===== config.mk =====
export PLATFORM = sky130hd
export DESIGN_NAME = wildcard_subscription_match_table
export DESIGN_NICKNAME = d
export VERILOG_FILES = /design/src/rtl/wsmt_pkg.sv /design/src/rtl/wildcard_subscription_match_table.sv /design/src/rtl/wsmt_cell.sv /design/src/rtl/wsmt_match.sv
export SDC_FILE = /design/constraint.sdc
export NUM_CORES = 2
export LEC_CHECK = 0
export ABC_AREA = 1
export BUFFER_PORTS_ARGS = -buffer_cell sky130_fd_sc_hd__buf_2
export CELL_PAD_IN_SITES_DETAIL_PLACEMENT = 0
export CELL_PAD_IN_SITES_GLOBAL_PLACEMENT = 1
export CORE_MARGIN = 10
export CORE_UTILIZATION = 35
export CTS_BUF_LIST = sky130_fd_sc_hd__clkbuf_8 sky130_fd_sc_hd__clkbuf_16
export DETAILED_ROUTE_END_ITERATION = 8
export GPL_TIMING_DRIVEN = 1
export PLACE_DENSITY_LB_ADDON = 0.05
export SYNTH_ARGS = -nofsm -noshare
export SYNTH_HDL_FRONTEND = slang
export SYNTH_SLANG_ARGS = --single-unit

===== constraint.sdc =====
create_clock -name clock -period 72.4 [get_ports clock]
set_input_delay 21.72 -clock clock [delete_from_list [all_inputs] [get_ports clock]]
set_output_delay 21.72 -clock clock [all_outputs]
set_load 0.05 [all_outputs]

===== src/rtl/wsmt_pkg.sv =====
`timescale 1ns / 1ps
package wsmt_pkg;

   localparam int TABLE_DEPTH_DEFAULT = 8;
   localparam int MAX_RESULTS = 8;
   localparam int RES_W = $clog2(MAX_RESULTS + 1);

   typedef enum logic [1:0] {
      FUNC_SUBSCRIBE     = 2'd0,
      FUNC_UNSUBSCRIBE   = 2'd1,
      FUNC_PUBLISH       = 2'd2,
      FUNC_REMOVE_CLIENT = 2'd3
   } func_type;

   typedef enum logic [1:0] {
      STATUS_OK        = 2'd0,
      STATUS_FULL      = 2'd1,
      STATUS_NOT_FOUND = 2'd2,
      STATUS_MISSING   = 2'd3
   } status_type;

   typedef enum logic [3:0] {
      ST_IDLE,
      ST_SUB_PASS,
      ST_PUB_PASS,
      ST_PUB_FLUSH,
      ST_FIND_PASS,
      ST_MOVE_PASS,
      ST_SNAP_PASS,
      ST_RC_NEXT,
      ST_REPLY
   } state_type;

   // Three topic keys of one subscription
   typedef struct packed {
      logic [31:0] kind;
      logic [31:0] orig;
      logic [31:0] org;
   } topic_type;

   // One table entry as it travels down the ring
   typedef struct packed {
      logic [31:0] client;
      logic [15:0] port;
      topic_type   topic;
   } entry_type;

   // Snapshot lane of one cell: owner hit and its topic keys
   typedef struct packed {
      logic      hit;
      topic_type topic;
   } snap_type;

   // Compare results on the head entry
   typedef struct packed {
      logic owner;
      logic exact;
      logic wild;
   } match_flags_type;

endpackage


===== src/rtl/wildcard_subscription_match_table.sv =====
`timescale 1ns / 1ps
// Channel   | Handshake           | Beat contents
// req       | req_valid/req_stall | func, client key, port, three topic keys
// rsp       | rsp_valid/rsp_stall | status, match flag, client, port, removed count, last
//
// The table is a ring of TABLE_DEPTH cells; one pass rotates it once, one cell a cycle
// (a publish pass holds while a match waits on a stalled rsp); only the head cell is compared.
// Subscribe and publish run one pass; unsubscribe a find pass, then a move pass if found;
// remove-client a snapshot pass, then a find pass per owned entry and a move pass per one found.
// Synchronous active-high reset empties the table; no clearing pass.
// A stalled rsp beat holds; a new req beat is taken once the previous item's last beat is loaded.
module wildcard_subscription_match_table #(
   parameter int TABLE_DEPTH = wsmt_pkg::TABLE_DEPTH_DEFAULT
) (
   input  logic        clock,
   input  logic        reset,
   input  logic        req_valid,
   output logic        req_stall,
   input  logic [1:0]  req_func,
   input  logic [31:0] req_client_key,
   input  logic [15:0] req_client_port,
   input  logic [31:0] req_type_key,
   input  logic [31:0] req_originator_key,
   input  logic [31:0] req_org_key,
   output logic        rsp_valid,
   input  logic        rsp_stall,
   output logic [1:0]  rsp_status,
   output logic        rsp_has_match,
   output logic [31:0] rsp_match_client,
   output logic [15:0] rsp_match_port,
   output logic [3:0]  rsp_removed_count,
   output logic        rsp_last
);
   import wsmt_pkg::*;

   localparam int IDX_W = (TABLE_DEPTH > 1) ? $clog2(TABLE_DEPTH) : 1;
   localparam int CNT_W = $clog2(TABLE_DEPTH + 1);
   localparam logic [IDX_W-1:0] LAST_STEP  = IDX_W'(TABLE_DEPTH - 1);
   localparam logic [CNT_W-1:0] FULL_COUNT = CNT_W'(TABLE_DEPTH);
   localparam logic [RES_W-1:0] RES_CAP    = RES_W'(MAX_RESULTS);

   // ring of cells
   entry_type ent_q    [TABLE_DEPTH];
   entry_type ent_next [TABLE_DEPTH];
   snap_type  snap_q   [TABLE_DEPTH];
   snap_type  snap_next[TABLE_DEPTH];
   entry_type ent_tail;
   snap_type  snap_tail;
   logic      ent_shift;
   logic      snap_shift;
   logic      inject;

   // control and request registers
   state_type        state_ff,       state_in;
   logic [IDX_W-1:0] step_ff,        step_in;
   logic [CNT_W-1:0] count_ff,       count_in;
   func_type         func_ff,        func_in;
   logic [31:0]      client_ff,      client_in;
   logic [15:0]      port_ff,        port_in;
   topic_type        key_ff,         key_in;
   entry_type        hold_ff,        hold_in;
   logic             found_ff,       found_in;
   logic [IDX_W-1:0] pos_ff,         pos_in;
   logic [31:0]      pend_client_ff, pend_client_in;
   logic [15:0]      pend_port_ff,   pend_port_in;
   logic             pend_valid_ff,  pend_valid_in;
   logic [RES_W-1:0] nres_ff,        nres_in;
   logic [3:0]       removed_ff,     removed_in;
   logic [IDX_W-1:0] jstep_ff,       jstep_in;
   logic             jdone_ff,       jdone_in;
   status_type       reply_ff,       reply_in;

   // result register
   logic             rsp_valid_ff,   rsp_valid_in;
   status_type       rsp_status_ff,  rsp_status_in;
   logic             rsp_has_ff,     rsp_has_in;
   logic [31:0]      rsp_client_ff,  rsp_client_in;
   logic [15:0]      rsp_port_ff,    rsp_port_in;
   logic [3:0]       rsp_removed_ff, rsp_removed_in;
   logic             rsp_last_ff,    rsp_last_in;

   match_flags_type  flags;
   logic [CNT_W-1:0] step_ext;
   logic             in_range;
   logic             step_last;
   logic             out_free;
   logic             pub_hit;
   logic             exact_hit;
   logic             found_now;
   logic [IDX_W-1:0] step_adv;

   for (genvar k = 0; k < TABLE_DEPTH; k++) begin : g_cell
      if (k < TABLE_DEPTH - 1) begin : g_link
         assign ent_next[k]  = ent_q[k + 1];
         assign snap_next[k] = snap_q[k + 1];
      end else begin : g_end
         assign ent_next[k]  = ent_tail;
         assign snap_next[k] = snap_tail;
      end

      wsmt_cell u_cell (
         .clock      (clock),
         .ent_shift  (ent_shift),
         .ent_in     (ent_next[k]),
         .ent_out    (ent_q[k]),
         .snap_shift (snap_shift),
         .snap_in    (snap_next[k]),
         .snap_out   (snap_q[k])
      );
   end

   // compare the head entry against the held key
   wsmt_match u_match (
      .head   (ent_q[0]),
      .client (client_ff),
      .port   (port_ff),
      .key    (key_ff),
      .flags  (flags)
   );

   // head leaves cell 0 and re-enters at the tail, or is replaced
   assign ent_tail = inject ? hold_ff : ent_q[0];

   assign step_ext  = CNT_W'(step_ff);
   assign in_range  = step_ext < count_ff;
   assign step_last = step_ff == LAST_STEP;
   assign step_adv  = step_last ? '0 : step_ff + IDX_W'(1);
   assign out_free  = !rsp_valid_ff || !rsp_stall;
   assign pub_hit   = in_range && flags.wild && (nres_ff < RES_CAP);
   assign exact_hit = in_range && flags.exact && !found_ff;
   assign found_now = found_ff || exact_hit;

   // sequencer: next state, ring control, result loads
   always_comb begin
      state_in       = state_ff;
      step_in        = step_ff;
      count_in       = count_ff;
      func_in        = func_ff;
      client_in      = client_ff;
      port_in        = port_ff;
      key_in         = key_ff;
      hold_in        = hold_ff;
      found_in       = found_ff;
      pos_in         = pos_ff;
      pend_client_in = pend_client_ff;
      pend_port_in   = pend_port_ff;
      pend_valid_in  = pend_valid_ff;
      nres_in        = nres_ff;
      removed_in     = removed_ff;
      jstep_in       = jstep_ff;
      jdone_in       = jdone_ff;
      reply_in       = reply_ff;
      rsp_valid_in   = rsp_valid_ff && rsp_stall;
      rsp_status_in  = rsp_status_ff;
      rsp_has_in     = rsp_has_ff;
      rsp_client_in  = rsp_client_ff;
      rsp_port_in    = rsp_port_ff;
      rsp_removed_in = rsp_removed_ff;
      rsp_last_in    = rsp_last_ff;
      ent_shift      = 1'b0;
      snap_shift     = 1'b0;
      inject         = 1'b0;
      snap_tail      = snap_q[0];

      unique case (state_ff)
         ST_IDLE: begin
            if (req_valid) begin
               func_in       = func_type'(req_func);
               client_in     = req_client_key;
               port_in       = req_client_port;
               key_in.kind   = req_type_key;
               key_in.orig   = req_originator_key;
               key_in.org    = req_org_key;
               hold_in.client     = req_client_key;
               hold_in.port       = req_client_port;
               hold_in.topic.kind = req_type_key;
               hold_in.topic.orig = req_originator_key;
               hold_in.topic.org  = req_org_key;
               step_in       = '0;
               found_in      = 1'b0;
               pend_valid_in = 1'b0;
               nres_in       = '0;
               removed_in    = '0;
               jstep_in      = '0;
               jdone_in      = 1'b0;
               reply_in      = STATUS_OK;
               unique case (func_type'(req_func))
                  FUNC_SUBSCRIBE: begin
                     if (count_ff == FULL_COUNT) begin
                        reply_in = STATUS_FULL;
                        state_in = ST_REPLY;
                     end else begin
                        state_in = ST_SUB_PASS;
                     end
                  end
                  FUNC_UNSUBSCRIBE: begin
                     state_in = ST_FIND_PASS;
                  end
                  FUNC_PUBLISH: begin
                     if (req_type_key == 32'd0 || req_originator_key == 32'd0 ||
                         req_org_key == 32'd0) begin
                        reply_in = STATUS_MISSING;
                        state_in = ST_REPLY;
                     end else begin
                        state_in = ST_PUB_PASS;
                     end
                  end
                  FUNC_REMOVE_CLIENT: begin
                     state_in = ST_SNAP_PASS;
                  end
                  default: begin
                     state_in = ST_IDLE;
                  end
               endcase
            end
         end

         // append: drop the new entry into the first free slot
         ST_SUB_PASS: begin
            ent_shift = 1'b1;
            inject    = step_ext == count_ff;
            step_in   = step_adv;
            if (step_last) begin
               count_in = count_ff + CNT_W'(1);
               reply_in = STATUS_OK;
               state_in = ST_REPLY;
            end
         end

         // hold one match back so the final one can carry last
         ST_PUB_PASS: begin
            if (!(pub_hit && pend_valid_ff && !out_free)) begin
               ent_shift = 1'b1;
               step_in   = step_adv;
               if (pub_hit) begin
                  if (pend_valid_ff) begin
                     rsp_valid_in   = 1'b1;
                     rsp_status_in  = STATUS_OK;
                     rsp_has_in     = 1'b1;
                     rsp_client_in  = pend_client_ff;
                     rsp_port_in    = pend_port_ff;
                     rsp_removed_in = '0;
                     rsp_last_in    = 1'b0;
                  end
                  pend_client_in = ent_q[0].client;
                  pend_port_in   = ent_q[0].port;
                  pend_valid_in  = 1'b1;
                  nres_in        = nres_ff + RES_W'(1);
               end
               if (step_last) begin
                  state_in = ST_PUB_FLUSH;
               end
            end
         end

         ST_PUB_FLUSH: begin
            if (out_free) begin
               rsp_valid_in   = 1'b1;
               rsp_status_in  = STATUS_OK;
               rsp_has_in     = pend_valid_ff;
               rsp_client_in  = pend_valid_ff ? pend_client_ff : 32'd0;
               rsp_port_in    = pend_valid_ff ? pend_port_ff : 16'd0;
               rsp_removed_in = '0;
               rsp_last_in    = 1'b1;
               pend_valid_in  = 1'b0;
               state_in       = ST_IDLE;
            end
         end

         // locate the first exact match and capture the last entry
         ST_FIND_PASS: begin
            ent_shift = 1'b1;
            step_in   = step_adv;
            if (exact_hit) begin
               found_in = 1'b1;
               pos_in   = step_ff;
            end
            if (step_ext + CNT_W'(1) == count_ff) begin
               hold_in = ent_q[0];
            end
            if (step_last) begin
               if (found_now) begin
                  state_in = ST_MOVE_PASS;
               end else if (func_ff == FUNC_UNSUBSCRIBE) begin
                  reply_in = STATUS_NOT_FOUND;
                  state_in = ST_REPLY;
               end else begin
                  state_in = ST_RC_NEXT;
               end
            end
         end

         // overwrite the removed slot with the last entry
         ST_MOVE_PASS: begin
            ent_shift = 1'b1;
            inject    = step_ff == pos_ff;
            step_in   = step_adv;
            if (step_last) begin
               count_in = count_ff - CNT_W'(1);
               found_in = 1'b0;
               if (func_ff == FUNC_UNSUBSCRIBE) begin
                  reply_in = STATUS_OK;
                  state_in = ST_REPLY;
               end else begin
                  removed_in = (removed_ff == 4'hF) ? removed_ff : removed_ff + 4'd1;
                  state_in   = ST_RC_NEXT;
               end
            end
         end

         // record each owned entry's keys in table order
         ST_SNAP_PASS: begin
            ent_shift       = 1'b1;
            snap_shift      = 1'b1;
            snap_tail.hit   = in_range && flags.owner;
            snap_tail.topic = ent_q[0].topic;
            step_in         = step_adv;
            if (step_last) begin
               jstep_in = '0;
               jdone_in = 1'b0;
               state_in = ST_RC_NEXT;
            end
         end

         // pop the next snapshot slot and remove its entry
         ST_RC_NEXT: begin
            if (jdone_ff) begin
               reply_in = STATUS_OK;
               state_in = ST_REPLY;
            end else begin
               snap_shift    = 1'b1;
               snap_tail.hit = 1'b0;
               jstep_in      = (jstep_ff == LAST_STEP) ? '0 : jstep_ff + IDX_W'(1);
               jdone_in      = jstep_ff == LAST_STEP;
               if (snap_q[0].hit) begin
                  key_in   = snap_q[0].topic;
                  step_in  = '0;
                  found_in = 1'b0;
                  state_in = ST_FIND_PASS;
               end
            end
         end

         ST_REPLY: begin
            if (out_free) begin
               rsp_valid_in   = 1'b1;
               rsp_status_in  = reply_ff;
               rsp_has_in     = 1'b0;
               rsp_client_in  = 32'd0;
               rsp_port_in    = 16'd0;
               rsp_removed_in = removed_ff;
               rsp_last_in    = 1'b1;
               state_in       = ST_IDLE;
            end
         end

         default: begin
            state_in = ST_IDLE;
         end
      endcase
   end

   // control registers
   always_ff @(posedge clock) begin
      if (reset) begin
         state_ff      <= ST_IDLE;
         count_ff      <= '0;
         found_ff      <= 1'b0;
         pend_valid_ff <= 1'b0;
         jdone_ff      <= 1'b0;
         rsp_valid_ff  <= 1'b0;
      end else begin
         state_ff      <= state_in;
         count_ff      <= count_in;
         found_ff      <= found_in;
         pend_valid_ff <= pend_valid_in;
         jdone_ff      <= jdone_in;
         rsp_valid_ff  <= rsp_valid_in;
      end
   end

   // payload registers
   always_ff @(posedge clock) begin
      step_ff        <= step_in;
      func_ff        <= func_in;
      client_ff      <= client_in;
      port_ff        <= port_in;
      key_ff         <= key_in;
      hold_ff        <= hold_in;
      pos_ff         <= pos_in;
      pend_client_ff <= pend_client_in;
      pend_port_ff   <= pend_port_in;
      nres_ff        <= nres_in;
      removed_ff     <= removed_in;
      jstep_ff       <= jstep_in;
      reply_ff       <= reply_in;
      rsp_status_ff  <= rsp_status_in;
      rsp_has_ff     <= rsp_has_in;
      rsp_client_ff  <= rsp_client_in;
      rsp_port_ff    <= rsp_port_in;
      rsp_removed_ff <= rsp_removed_in;
      rsp_last_ff    <= rsp_last_in;
   end

   assign req_stall         = state_ff != ST_IDLE;
   assign rsp_valid         = rsp_valid_ff;
   assign rsp_status        = rsp_status_ff;
   assign rsp_has_match     = rsp_has_ff;
   assign rsp_match_client  = rsp_client_ff;
   assign rsp_match_port    = rsp_port_ff;
   assign rsp_removed_count = rsp_removed_ff;
   assign rsp_last          = rsp_last_ff;

endmodule


===== src/rtl/wsmt_cell.sv =====
`timescale 1ns / 1ps
module wsmt_cell (
   input  logic                 clock,
   input  logic                 ent_shift,
   input  wsmt_pkg::entry_type  ent_in,
   output wsmt_pkg::entry_type  ent_out,
   input  logic                 snap_shift,
   input  wsmt_pkg::snap_type   snap_in,
   output wsmt_pkg::snap_type   snap_out
);
   import wsmt_pkg::*;

   entry_type ent_ff;
   snap_type  snap_ff;

   // take the neighbor's entry on each ring step
   always_ff @(posedge clock) begin
      if (ent_shift) begin
         ent_ff <= ent_in;
      end
   end

   // take the neighbor's snapshot slot on each snapshot step
   always_ff @(posedge clock) begin
      if (snap_shift) begin
         snap_ff <= snap_in;
      end
   end

   assign ent_out  = ent_ff;
   assign snap_out = snap_ff;

endmodule


===== src/rtl/wsmt_match.sv =====
`timescale 1ns / 1ps
module wsmt_match (
   input  wsmt_pkg::entry_type        head,
   input  logic [31:0]                client,
   input  logic [15:0]                port,
   input  wsmt_pkg::topic_type        key,
   output wsmt_pkg::match_flags_type  flags
);
   import wsmt_pkg::*;

   logic kind_ok;
   logic orig_ok;
   logic org_ok;

   // stored zero key acts as wildcard
   assign kind_ok = (head.topic.kind == key.kind) || (head.topic.kind == 32'd0);
   assign orig_ok = (head.topic.orig == key.orig) || (head.topic.orig == 32'd0);
   assign org_ok  = (head.topic.org == key.org) || (head.topic.org == 32'd0);

   assign flags.owner = (head.client == client) && (head.port == port);
   assign flags.exact = flags.owner && (head.topic == key);
   assign flags.wild  = kind_ok && orig_ok && org_ok;

endmodule


==> reports/metrics.yaml <==
outcome: "finished, final reports clean"
std_cell_rows: 175
die_h_um: 498.7
p_sw_frac: 0.2702
wl_per_cell_um: 19.79
dr.first_iter.drc_count: 3012
tns_ns: 0
holdCritStartpoint: "g_cell[1].u_cell.ent_out[93]"
synth_warnings: 0
worstSkewPairLatency_ns: 0.89
regArea_sq_mm: 0.07054
multi_input_area_sq_mm: 0.008137
die_area_sq_mm: 0.2487
root_buffer: "clkbuf_16"
hpwl_mm: 92.79
drive_above_1_share: 0.1216
cts_tree: "yes"
grt_max_degree: 187
crit_path_cell_trace: "buf_2, nand2_1, inv_1, a31oi_1, or2_4, buf_12, buf_4, buf_4"
power_frac_clock: 0.316
crit_type: "in -> reg"
fp.dieW_um: 498.7
pre_cts_slack_ns: 45.88
initial_core_util: 0.3522
hold_violations: 0
syn_area_sq_mm: 0.08019
post-synth-top-count-cell: "edfxtp_1"
design_area_sq_mm: 0.09341
design.core.area_sq_mm: 0.2277
numCtsBuffers: 279
synth_top_area_frac: 0.8766
max_cap_violations: 0
seq_area_frac_synth: 0.8796
final-setup-viol-count: 0
postCtsHoldBufs: 0
synth_ff_type: "edfxtp_1"
finalPower_uw: 4166
grt_pass1_vias: 36380
synth_top_area_cell: "edfxtp_1"
ios: 208
syn-num-nets: 4642
via_per_inst: 4.493
synthTopCellsByCount: "edfxtp_1 (2,341), nand2_1 (866), o21ai_0 (413), inv_1 (266), nor2_1 (210)"
ir_worst_vdd_uv: 54.89
drt-total-wl_mm: 160.1
cts_buffer_depth: 4
nFillCells: 20560
worstSetupStartpoint: "rsp_stall"
switchingPower_uw: 1126
track_usage: 0.1257
power.internal_uw: 3040
path_delay_family: "buffers and inverters"
vias: 36350
synth.avg_cell_area_sq_um: 17.90
reg2reg_from: "count_ff[1]"
rsz0062_at_grt: "no"
critPathMaxStageDelay_ns: 0.92
cellPowerDensity_mw_per_mm2: 44.60
ys_ff_latch: 2353
crit_top_cell: "buf_4"
worstPathArrival_ns: 26.00
layout_setup_ws_ns: 46.88
area_growth_pct: 16.48
antenna_found_initial: 18
synth.area.top_cells: "edfxtp_1 (88%), nand2_1 (4.1%), o21ai_0 (2.6%), inv_1 (1.2%), xnor2_1 (1.2%)"
clkTransAtPathRegs_ns: 0.06
cp.required_ns: 72.88
place_congestion: 0.7343
min_period_over_period: 0.3525
grt_remaining_overflow: 0
htreeDepth: 5
maxSlewHeadroom: 0.1691
cts_resized: 0
worst-path-buf-inv: 5
synth_edf_count: 2341
pwr-share-seq: 0.548
async_reset_ff_frac: 0
drcViolationCount: 0
drt_pass1_iterations: 7
ant_nets: 0
synthCells: 4480
tightest_slew_ns: 1.246
numPortBuffers: 207
ff2ff_setup_slack_ns: 66.46
end_kind: "flip-flop"
fmaxAchievable_ghz: 0.03919
placed_cell_area_sq_mm: 0.08487
path_max_fanout: 178
clock_skew_ns: 0.04393
hp-class: "reg -> reg"
final_nets: 5056
min_period_ns: 25.52
cts_setup_buffers: 0
clkSinkCount: 2353
slew_violations: 0
worstSetupStartpointType: "input port"
ys_types: 39
combPwrFrac: 0.136
cpMaxStageDelayCell: "buf_4"
p_leak_uw: 0.03220
grt_pass1_wl_mm: 238.6
## power by group through the flow
stage	clock, uW	sequential, uW	combinational, uW
2_1_floorplan	0	2670	353
3_3_place_gp	0	2300	588
3_5_place_dp	0	2310	592
4_1_cts	1370	2290	596
5_1_grt	1420	2330	643
6_report	1320	2280	566
## worst reg2reg max path: stages, from the launching register on
cell	delay (ns)
dfxtp_1	0.43
inv_1	0.11
ha_1	0.31
nand3_1	0.07
a21oi_1	0.61
nor2_1	0.12
nand2_1	0.10
nor2_1	0.09
a31oi_1	0.21
or2_4	0.71
buf_12	0.65
buf_4	1.12
buf_4	0.98
## cell type report
type,count,share of cell area
flip-flops and latches,2353,0.7551
multi-input cells,1747,0.08711
clock buffers,287,0.07689
well taps,3009,0.04030
repair buffers,244,0.01500
clock inverters,174,0.01443
inverters,269,0.01097
diodes,6,0.0001607
## layout by cell type (no fill, tap or decap), types with 2 or more instances in the layout
cell type,synthesis,layout
a31oi_1,3,3
o21ai_1,4,4
buf_2,12,207
xor2_1,8,8
clkbuf_16,0,287
dfxtp_1,12,12
nand3_1,17,17
buf_12,0,7
buf_4,4,30
nor2_4,1,3
edfxtp_1,2341,2341
or2_2,6,5
nand4_1,25,25
nor4_1,18,18
a211oi_1,3,2
clkinvlp_4,0,4
clkinv_8,0,2
bufinv_16,0,23
clkinv_2,0,28
clkinv_1,0,64
nand2_1,866,866
ha_1,11,11
inv_2,3,5
o21ai_0,413,412
a21oi_1,28,27
xnor2_1,111,111
clkinv_4,0,3
diode_2,0,6
nor3_1,10,10
inv_1,266,311
nor2_1,210,208
## registers in the layout, indices dropped and copies added (netlist names), 16 cells and up
name,flops
client_ff,32
g_cell.u_cell.ent_out,1152
g_cell.u_cell.snap_out,776
hold_ff,144
key_ff,96
pend_client_ff,32
pend_port_ff,16
port_ff,16
rsp_match_client,32
rsp_match_port,16
## cells by family after synthesis
group           after synthesis  share of synthesized area
compound gates              459                    0.02935
buf+inv                     380                    0.01969
simple gates               1157                    0.05640
fa+ha+maj                    12                   0.001966
flops                      2353                     0.8796
xor+xnor                    119                    0.01300
## metrics by stage
step	hold WS [ns]	cells	util
floorplan	0.4003	4480	-
CTS	0.3943	8083	0.4101
finish	0.3905	8089	0.4102
detailed placement	0.4045	7622	0.3727
global placement	0.4001	7622	0.3727
global route	0.3992	8085	0.4102
## layer usage
| metal | vias to the layer above | global-route usage | wire, um |
|---|---|---|---|
| met1 | 18180 | 0.1882 | 80390 |
| met3 | 341 | 0.02563 | 6502 |
| met5 | - | 0 | 56 |
| li1 | 17140 | - | - |
| met2 | 675 | 0.1829 | 68820 |
| met4 | 8 | 0.04023 | 4328 |
## worst paths after layout
path	endpoint	cells past startpoint
worst min register to register	g_cell[0].u_cell.ent_out[93]	0
worst max-delay path	g_cell[7].u_cell.ent_out[47]	8
worst min-delay path	g_cell[0].u_cell.ent_out[93]	0
worst max register to register	g_cell[7].u_cell.ent_out[47]	12
Power figures use the tool's default switching activity.
